<file path="config.mk">
export PLATFORM = sky130hd
export DESIGN_NAME = line_header_filter
export DESIGN_NICKNAME = d
export VERILOG_FILES = /design/src/rtl/lhf_pkg.sv /design/src/rtl/lhf_line_ram.sv /design/src/rtl/lhf_dump.sv /design/src/rtl/line_header_filter.sv
export SDC_FILE = /design/constraint.sdc
export NUM_CORES = 1
export LEC_CHECK = 0
export ABC_CLOCK_PERIOD_IN_PS = 3000
export BUFFER_PORTS_ARGS = -buffer_cell sky130_fd_sc_hd__buf_2
export CORE_ASPECT_RATIO = 0.8
export CORE_MARGIN = 10
export CORE_UTILIZATION = 30
export CTS_CLUSTER_SIZE = 25
export DETAILED_ROUTE_END_ITERATION = 7
export GPL_ROUTABILITY_DRIVEN = 0
export PLACE_DENSITY = 0.55
export REMOVE_ABC_BUFFERS = 1
export SLEW_MARGIN = 20
export SYNTH_ARGS = -nofsm -noshare
export SYNTH_HDL_FRONTEND = slang
export SYNTH_SLANG_ARGS = --single-unit
</file>
<file path="constraint.sdc">
create_clock -name clock -period 3 [get_ports clock]
set_input_delay 0.6 -clock clock [delete_from_list [all_inputs] [get_ports clock]]
set_output_delay 0.6 -clock clock [all_outputs]
set_load 0.01 [all_outputs]
</file>
<file path="src/rtl/lhf_pkg.sv">
`timescale 1ns / 1ps
// ----------------------------------------------------------------------------
// lhf_pkg
// Shared constants for the line header filter: register indexes, reset
// values, widths and the line feed code.
// ----------------------------------------------------------------------------
package lhf_pkg;

   localparam int LINE_DEPTH_DFLT = 64;
   localparam int HDR_BYTES       = 7;
   localparam int HDR_WORD_W      = 8 * HDR_BYTES;
   localparam int HDR_LEN_W       = 3;
   localparam int CSR_INDEX_W     = 1;

   localparam logic [7:0]            LF_CODE        = 8'd10;
   localparam logic [HDR_WORD_W-1:0] HDR_WORD_RESET = 56'd24295141054566436;
   localparam logic [HDR_LEN_W-1:0]  HDR_LEN_RESET  = 3'd7;

   typedef enum logic [CSR_INDEX_W-1:0] {
      CSR_HEADER_WORD = 1'b0,
      CSR_HEADER_LEN  = 1'b1
   } csr_index_type;

endpackage

</file>
<file path="src/rtl/lhf_line_ram.sv">
`timescale 1ns / 1ps
// ----------------------------------------------------------------------------
// lhf_line_ram
// Line store: one write port, one read port, registered read data that holds
// until the next read.
// ----------------------------------------------------------------------------
module lhf_line_ram #(
   parameter int LINE_DEPTH = lhf_pkg::LINE_DEPTH_DFLT
) (
   input  logic                          clock,
   input  logic                          wr_en,
   input  logic [$clog2(LINE_DEPTH)-1:0] wr_addr,
   input  logic [7:0]                    wr_data,
   input  logic                          rd_en,
   input  logic [$clog2(LINE_DEPTH)-1:0] rd_addr,
   output logic [7:0]                    rd_data
);

   logic [7:0] mem [LINE_DEPTH];
   logic [7:0] rd_data_ff;

   always_ff @(posedge clock) begin
      if (wr_en) begin
         mem[wr_addr] <= wr_data;
      end
   end

   always_ff @(posedge clock) begin
      if (rd_en) begin
         rd_data_ff <= mem[rd_addr];
      end
   end

   assign rd_data = rd_data_ff;

endmodule

</file>
<file path="src/rtl/lhf_dump.sv">
`timescale 1ns / 1ps
// ----------------------------------------------------------------------------
// lhf_dump
// Reads a finished line out of the line store and streams it on the result
// channel through a prefetch slot and an output register.
// ----------------------------------------------------------------------------
module lhf_dump #(
   parameter int LINE_DEPTH = lhf_pkg::LINE_DEPTH_DFLT
) (
   input  logic                          clock,
   input  logic                          reset,
   input  logic                          start,
   input  logic [$clog2(LINE_DEPTH)-1:0] end_addr,
   output logic                          rd_en,
   output logic [$clog2(LINE_DEPTH)-1:0] rd_addr,
   input  logic [7:0]                    rd_data,
   output logic                          busy,
   output logic                          rsp_valid,
   input  logic                          rsp_ready,
   output logic [7:0]                    rsp_out_byte,
   output logic                          rsp_last_byte
);
   import lhf_pkg::*;

   localparam int AW = $clog2(LINE_DEPTH);

   logic          reading_ff;
   logic [AW-1:0] rd_addr_ff;
   logic [AW-1:0] end_addr_ff;
   logic          pending_ff;
   logic          out_valid_ff;
   logic [7:0]    out_byte_ff;
   logic          load;

   assign load  = pending_ff && (!out_valid_ff || rsp_ready);
   assign rd_en = reading_ff && (!pending_ff || load);

   always_ff @(posedge clock) begin
      if (reset) begin
         reading_ff   <= 1'b0;
         pending_ff   <= 1'b0;
         out_valid_ff <= 1'b0;
      end else begin
         if (start) begin
            reading_ff <= 1'b1;
         end else if (rd_en && rd_addr_ff == end_addr_ff) begin
            reading_ff <= 1'b0;
         end
         if (rd_en) begin
            pending_ff <= 1'b1;
         end else if (load) begin
            pending_ff <= 1'b0;
         end
         if (load) begin
            out_valid_ff <= 1'b1;
         end else if (rsp_ready) begin
            out_valid_ff <= 1'b0;
         end
      end
   end

   always_ff @(posedge clock) begin
      if (start) begin
         rd_addr_ff  <= '0;
         end_addr_ff <= end_addr;
      end else if (rd_en) begin
         rd_addr_ff <= rd_addr_ff + AW'(1);
      end
      if (load) begin
         out_byte_ff <= rd_data;
      end
   end

   // Only the closing line feed of a line can hold the line feed code.
   assign rd_addr       = rd_addr_ff;
   assign busy          = reading_ff || pending_ff || out_valid_ff;
   assign rsp_valid     = out_valid_ff;
   assign rsp_out_byte  = out_byte_ff;
   assign rsp_last_byte = (out_byte_ff == LF_CODE);

endmodule

</file>
<file path="src/rtl/line_header_filter.sv">
`timescale 1ns / 1ps
// ----------------------------------------------------------------------------
// line_header_filter
// Gathers received bytes into lines and forwards lines whose header matches.
// ----------------------------------------------------------------------------
// Each received word is written into the line store while its header position
// is checked. When a line feed arrives and the line matched, the line is read
// back from the store and sent out one word per cycle while the consumer is
// ready, each word passing through the read register of the store and the
// output register, the line feed itself marked as last. No input is taken
// until the last word of the line has been delivered. Up to LINE_DEPTH - 1
// words are kept per line; later words other than the line feed are dropped.
// The store needs no clearing after reset.
module line_header_filter #(
   parameter int LINE_DEPTH = lhf_pkg::LINE_DEPTH_DFLT
) (
   input  logic                           clock,
   input  logic                           reset,
   input  logic                           req_valid,
   output logic                           req_ready,
   input  logic [7:0]                     req_rx_byte,
   output logic                           rsp_valid,
   input  logic                           rsp_ready,
   output logic [7:0]                     rsp_out_byte,
   output logic                           rsp_last_byte,
   input  logic                           csr_we,
   input  logic [lhf_pkg::CSR_INDEX_W-1:0] csr_index,
   input  logic [lhf_pkg::HDR_WORD_W-1:0]  csr_wdata
);
   import lhf_pkg::*;

   localparam int AW = $clog2(LINE_DEPTH);
   localparam int CW = AW + 1;
   localparam logic [AW-1:0] FILL_MAX = AW'(LINE_DEPTH - 1);

   logic [HDR_WORD_W-1:0] header_word_ff;
   logic [HDR_LEN_W-1:0]  header_len_ff;
   logic [AW-1:0]         fill_ff;
   logic [AW-1:0]         fill_in;
   logic                  header_ok_ff;
   logic                  header_ok_in;
   logic                  accept;
   logic                  is_lf;
   logic                  wr_en;
   logic                  start;
   logic                  in_header;
   logic [7:0]            hdr_byte;
   logic                  rd_en;
   logic [AW-1:0]         rd_addr;
   logic [7:0]            rd_data;
   logic                  busy;

   assign accept    = req_valid && req_ready;
   assign is_lf     = (req_rx_byte == LF_CODE);
   assign hdr_byte  = header_word_ff[8 * fill_ff[2:0] +: 8];
   assign in_header = CW'(fill_ff) < CW'(header_len_ff);
   assign wr_en     = accept && (is_lf || fill_ff != FILL_MAX);
   assign start     = accept && is_lf && header_ok_ff
                      && CW'(fill_ff) >= CW'(header_len_ff);
   assign req_ready = !busy;

   always_comb begin
      fill_in      = fill_ff;
      header_ok_in = header_ok_ff;
      if (accept) begin
         if (is_lf) begin
            fill_in      = '0;
            header_ok_in = 1'b1;
         end else if (fill_ff != FILL_MAX) begin
            fill_in = fill_ff + AW'(1);
            if (in_header && req_rx_byte != hdr_byte) begin
               header_ok_in = 1'b0;
            end
         end
      end
   end

   always_ff @(posedge clock) begin
      if (reset) begin
         header_word_ff <= HDR_WORD_RESET;
         header_len_ff  <= HDR_LEN_RESET;
         fill_ff        <= '0;
         header_ok_ff   <= 1'b1;
      end else begin
         fill_ff      <= fill_in;
         header_ok_ff <= header_ok_in;
         if (csr_we) begin
            case (csr_index_type'(csr_index))
               CSR_HEADER_WORD: header_word_ff <= csr_wdata;
               CSR_HEADER_LEN:  header_len_ff  <= csr_wdata[HDR_LEN_W-1:0];
               default: ;
            endcase
         end
      end
   end

   lhf_line_ram #(
      .LINE_DEPTH(LINE_DEPTH)
   ) u_ram (
      .clock   (clock),
      .wr_en   (wr_en),
      .wr_addr (fill_ff),
      .wr_data (req_rx_byte),
      .rd_en   (rd_en),
      .rd_addr (rd_addr),
      .rd_data (rd_data)
   );

   lhf_dump #(
      .LINE_DEPTH(LINE_DEPTH)
   ) u_dump (
      .clock         (clock),
      .reset         (reset),
      .start         (start),
      .end_addr      (fill_ff),
      .rd_en         (rd_en),
      .rd_addr       (rd_addr),
      .rd_data       (rd_data),
      .busy          (busy),
      .rsp_valid     (rsp_valid),
      .rsp_ready     (rsp_ready),
      .rsp_out_byte  (rsp_out_byte),
      .rsp_last_byte (rsp_last_byte)
   );

`ifndef SYNTH
   // Intake and dump never overlap.
   a_no_overlap: assert property (@(posedge clock) disable iff (reset)
      !(req_ready && rsp_valid))
      else $error("input accepted while a line is being sent");

   // The line ends with its last word.
   a_last_ends: assert property (@(posedge clock) disable iff (reset)
      rsp_valid && rsp_ready && rsp_last_byte |=> !rsp_valid)
      else $error("word sent after the end of a line");

   // A line feed resets the fill count and the header match flag.
   a_lf_clears: assert property (@(posedge clock) disable iff (reset)
      req_valid && req_ready && req_rx_byte == LF_CODE |=> fill_ff == '0 && header_ok_ff)
      else $error("line state not cleared after a line feed");
`endif

endmodule

</file>
==> impl_metrics.json, run 1 <==
{
  "cp_slowest_cell": "mux4_2",
  "drive_gt1_frac": 0.316,
  "cp.required_ns": 3.29,
  "coreArea_sq_um": 79000,
  "r2r_start": "u_dump.rd_addr[0]",
  "setup_viol": 0,
  "wl_per_cell_microns": 23.7,
  "worstHoldStart": "csr_wdata[20]",
  "ios": 81,
  "cts_buffers": 58,
  "drt-total-wl_microns": 60600,
  "die_h_microns": 273,
  "cts_tree": "built",
  "crit_family": "multiplexers",
  "synth_edf_count": 534,
  "met3_length_microns": 5460,
  "period_minus_slack_ns": 2.84,
  "path_common_cell": "mux4_2",
  "yosys.area.top_type": "edfxtp_1",
  "yosys_warnings": 0,
  "n_antenna_cell": 0,
  "rows": 92,
  "cp.arrival_ns": 3.12,
  "overflow": 0,
  "worstMarginPinSlew_ns": 0.848,
  "nets": 1546,
  "ys_ff_latch": 609,
  "dr_wl_met2_microns": 25100,
  "die_x_microns": 336,
  "drtPass1Iterations": 5,
  "route.vias.total": 12600,
  "clk_latency_ns": 0.64,
  "clockBufferDepth": 3,
  "maxSlewHeadroom": 0.434,
  "grt_pass1_wl_microns": 88600,
  "rsz0062_at_grt": "false",
  "cp-end-kind": "register",
  "synth_cell_types": 52,
  "timing.max_cap.violations": 0,
  "power-per-cell-area_nw_per_um2": 662,
  "remaining_drc_errors": 0,
  "die_area_sq_um": 91600,
  "root_buffer": "clkbuf_16",
  "ir_worst_vdd_mv": 0.436,
  "antenna_left": 0,
  "cts_resized": 0,
  "synth_area_sq_um": 24000,
  "leakage_nw": 9.22,
  "htree_levels": 2,
  "path_buf_inv": 1,
  "m1WireLength_microns": 29100,
  "antenna_found_initial": 6,
  "top_layer_used": "met5",
  "netlist.area_leader.share": 0.669,
  "crit_type": "register to register",
  "synth_area_leaders": "edfxtp_1, mux4_2, dfxtp_1",
  "worstSetupStartpointType": "register",
  "synth_area_per_cell_sq_um": 18.8,
  "post-cts-setup-buffer-count": 0,
  "grt_max_degree": 66,
  "fin_skew_ns": 0.0372,
  "track_usage": 0.130,
  "synth_common_cells": "edfxtp_1, mux4_2, nand2_1, nor2_1, dfxtp_1",
  "io_buffers": 80,
  "area_growth_pct": 18.3,
  "timing.final.crit_share": 0.945,
  "cp_slowest_stage_delay_ns": 0.56,
  "slew_viol_final": 0,
  "cp_cell_sequence": "buf_12 -> mux4_2 -> mux4_2 -> nor2b_1 -> a211oi_1 -> a21oi_1",
  "clkTransAtPathRegs_ns": 0.06,
  "pre_cts_ws_ns": -0.0359,
  "syn-instance-count": 1274,
  "cts_sinks": 609,
  "layout_setup_ws_ns": 0.165,
  "hp-class": "input pin to register",
  "crit_path_max_fanout": 31,
  "grt_pass1_vias": 12700,
  "crit_start": "u_dump.rd_addr[0]",
  "cts_hold_buf": 0,
  "finalPower_mw": 18.8,
  "start_util": 0.303,
  "fillCellCount": 7371,
  "drtIter0Drc": 1124,
  "dp_hpwl_microns": 39200,
  "finalHoldViolCount": 0,
  "synth.most_common_cell": "edfxtp_1",
  "synth_async_sr_flop_share": 0,
  "via_per_inst": 4.94,
  "max_freq_mhz": 353,
  "seq_area_frac_synth": 0.732,
  "outcome": "completed",
  "ys.flop_type": "edfxtp_1"
}
-- metrics by stage --
step                cells  hold slack (ns)  area (sq um)  setup TNS (ns)  utilization
floorplan            1200            0.400         23600          -55.80            -
global placement     2445            0.410         26500               0        0.335
detailed placement   2445            0.407         26500          -0.796        0.335
CTS                  2551            0.148         28300               0        0.359
global route         2551            0.177         28300               0        0.359
finish               2551            0.192         28300               0        0.359
-- final timing paths --
check,slack [ns],end,cells after the start
min,0.19,header_word_ff[20],3
min reg2reg,0.42,u_dump.rsp_out_byte[6],0
max reg2reg,0.16,u_ram.rd_data[2],6
max,0.16,u_ram.rd_data[2],6
-- cells in the final DEF (no fill, tap or decap), types with 3 or more instances in the layout --
master,instances
nand2_1,130
or2_2,3
clkbuf_1,13
nand3_1,5
a211o_1,3
buf_2,80
nor2_1,88
nand4_1,4
bufinv_16,5
nand3b_1,24
clkbuf_16,59
edfxtp_1,534
ha_1,5
mux2_2,4
mux4_2,168
buf_12,10
or4_1,3
a211oi_1,3
a22oi_1,4
mux2i_1,23
nor2b_1,10
clkinv_1,10
nand2b_1,6
a31oi_1,3
o21ai_0,4
a21oi_1,44
buf_4,121
clkbuf_8,4
and3_1,6
dfxtp_1,72
clkinv_2,10
xor2_1,10
xnor2_1,8
inv_1,6
-- registers in the layout, indices dropped and copies added (netlist names), 3 cells and up --
signal               count
u_ram.mem              512
u_ram.rd_data            8
u_dump.rd_addr           6
header_len_ff            3
u_dump.rsp_out_byte      8
fill_ff                  6
header_word_ff          56
u_dump.end_addr_ff       6
-- worst reg2reg max path, stage by stage, from the launching register on --
cell and delay [ns]:
dfxtp_4 0.43, buf_12 0.28, mux4_2 0.59, mux4_2 0.49, nor2b_1 0.15, a211oi_1 0.35
a21oi_1 0.19
-- cells by family after synthesis --
logic type	Yosys count	share of synthesized area
mux	195	0.169
flops	609	0.732
compound gates	72	0.0181
simple gates	295	0.0567
buf+inv	80	0.0145
xor+xnor	18	0.00658
fa+ha+maj	5	0.00261
-- cell type report --
class	count	area, sq um	area share
clock inverters	30	308	0.0109
clock buffers	76	1580	0.0558
well taps	1034	1290	0.0456
inverters	6	22.5	0.000795
flip-flops and latches	609	17500	0.619
multi-input cells	585	6090	0.215
repair buffers	211	1510	0.0532
-- routing by layer --
layer,up-vias,GRT usage
met2,508,0.181
li1,5461,-
met3,66,0.0383
met4,2,0.0270
met5,-,0
met1,6568,0.198
-- power breakdown --
group          switching (mW)  total (mW)  internal [mW]
Sequential             0.0500        9.34           9.29
Combinational            1.08        2.06          0.989
Clock                    3.23        7.37           4.14
Total                    4.36        18.8           14.4
No activity file was read; power rests on OpenSTA's default activity.
==> run 2: changes to the inputs <==
- BUFFER_PORTS_ARGS: -buffer_cell sky130_fd_sc_hd__buf_2 -> default
- CORE_UTILIZATION: 30 -> 63
- DONT_BUFFER_PORTS: default -> 1
- PLACE_DENSITY: 0.55 -> 0.9
==> impl_metrics.json, run 2 (synthesis gave the netlist of run 1 again) <==
{
  "ios": 81,
  "top_register": "u_ram.mem",
  "overflow": 0,
  "power_frac_comb": 0.099,
  "drtPass1Iterations": 6,
  "leakage_nw": 8.71,
  "n_antenna_cell": 0,
  "slew_viol_final": 0,
  "cts_hold_buf": 0,
  "die_x_microns": 238,
  "setup_viol": 0,
  "drive_gt1_frac": 0.259,
  "cp.required_ns": 3.31,
  "m1WireLength_microns": 21200,
  "clk_latency_ns": 0.60,
  "cp.arrival_ns": 3.10,
  "clockPowerShare": 0.392,
  "die_area_sq_um": 46300,
  "rows": 63,
  "ir_worst_vdd_mv": 0.415,
  "finalPower_mw": 18.3,
  "max_freq_mhz": 359,
  "maxSlewHeadroom": 0.295,
  "drt-total-wl_microns": 58400,
  "drtIter0Drc": 1743,
  "hp-class": "input pin to register",
  "cts_buffers": 54,
  "outcome": "completed",
  "grt_max_degree": 68,
  "die_h_microns": 194,
  "cp-end-kind": "register",
  "coreArea_sq_um": 37300,
  "hold_path_depth": 1,
  "antenna_found_initial": 2,
  "track_usage": 0.254,
  "clkTransAtPathRegs_ns": 0.07,
  "area_growth_pct": 12.5,
  "fin_util": 0.723,
  "io_buffers": 0,
  "p_int_mw": 14.4,
  "crit_type": "register to register",
  "root_buffer": "clkbuf_16",
  "met3_length_microns": 7430,
  "dr_wl_met2_microns": 27700,
  "grt_pass1_wl_microns": 87600,
  "finalHoldViolCount": 0,
  "biggestRegsByFlops": "u_ram.mem (512), header_word_ff (56)",
  "sequentialPowerShare": 0.510,
  "final_cell_mix": "edfxtp_1, mux4_2, nand2_1, nor2_1, buf_4",
  "start_util": 0.642,
  "nets": 1429,
  "route.vias.total": 12900,
  "cts_tree": "built",
  "clockBufferDepth": 3,
  "top_layer_used": "met5",
  "largest_register_ffs": 512,
  "rsz0062_at_grt": "false",
  "worstSetupStartpointType": "register",
  "timing.final.crit_share": 0.929,
  "timing.max_cap.violations": 0,
  "worstMarginPinSlew_ns": 1.06,
  "cts_sinks": 609,
  "htree_levels": 2,
  "antenna_left": 0,
  "crit_path_max_fanout": 25,
  "post-cts-setup-buffer-count": 0,
  "wl_per_cell_microns": 31.0,
  "dp_hpwl_microns": 33200,
  "via_per_inst": 6.86,
  "fin_skew_ns": 0.0344,
  "final_common_cell": "edfxtp_1",
  "p_sw_mw": 3.95,
  "grt_pass1_vias": 13200,
  "cts_resized": 0,
  "remaining_drc_errors": 0,
  "period_minus_slack_ns": 2.79,
  "power-per-cell-area_nw_per_um2": 680,
  "p_sw_frac": 0.216,
  "rr_worst_depth": 6
}
[run 2: final timing paths]
kind | startpoint | end | slack [ns]
hold / removal | reset | header_word_ff[27] | 0.08
hold reg to reg | u_ram.rd_data[4] | u_dump.rsp_out_byte[4] | 0.43
setup reg to reg | u_dump.rd_addr[0] | u_ram.rd_data[2] | 0.21
setup / recovery | u_dump.rd_addr[0] | u_ram.rd_data[2] | 0.21
[run 2: stage by stage]
stage | setup TNS (ns) | std cells | setup slack, ns | hold WS, ns | instance area (sq um)
6_report | 0 | 1886 | 0.213 | 0.0832 | 26900
5_1_grt | 0 | 1886 | 0.131 | 0.0641 | 26900
4_1_cts | 0 | 1886 | 0.271 | 0.0621 | 26900
3_5_place_dp | 0 | 1785 | 0.208 | 0.423 | 25100
3_3_place_gp | 0 | 1785 | 0.283 | 0.402 | 25100
2_1_floorplan | -55.80 | 1200 | -4.23 | 0.400 | 23600
[run 2: critical path, cell delays in order, from the launching register on]
cell and delay (ns):
dfxtp_4 0.45, buf_12 0.25, mux4_2 0.58, mux4_2 0.53, nor2b_1 0.17, a211oi_1 0.40, a21oi_1 0.09
[run 2: power groups by stage]
stage / combinational, mW / sequential [mW] / clock, mW
floorplan: 1.21 / 9.75 / 0
global placement: 1.70 / 9.52 / 0
detailed placement: 1.75 / 9.53 / 0
CTS: 1.80 / 9.34 / 7.24
global route: 1.89 / 9.35 / 7.55
finish: 1.81 / 9.34 / 7.18
[run 2: cell type report]
class	instances	area, sq um
timing repair buffer	98	861
inverter	6	22.5
multi-input combinational	585	6080
fill	2040	10300
clock buffer	71	1450
sequential	609	17500
tap	487	609
clock inverter	30	373
[run 2: routing by layer]
metal | vias to the layer above | track usage
li1 | 5218 | -
met4 | 4 | 0.0861
met1 | 6566 | 0.341
met3 | 155 | 0.0751
met2 | 999 | 0.394
met5 | - | 0
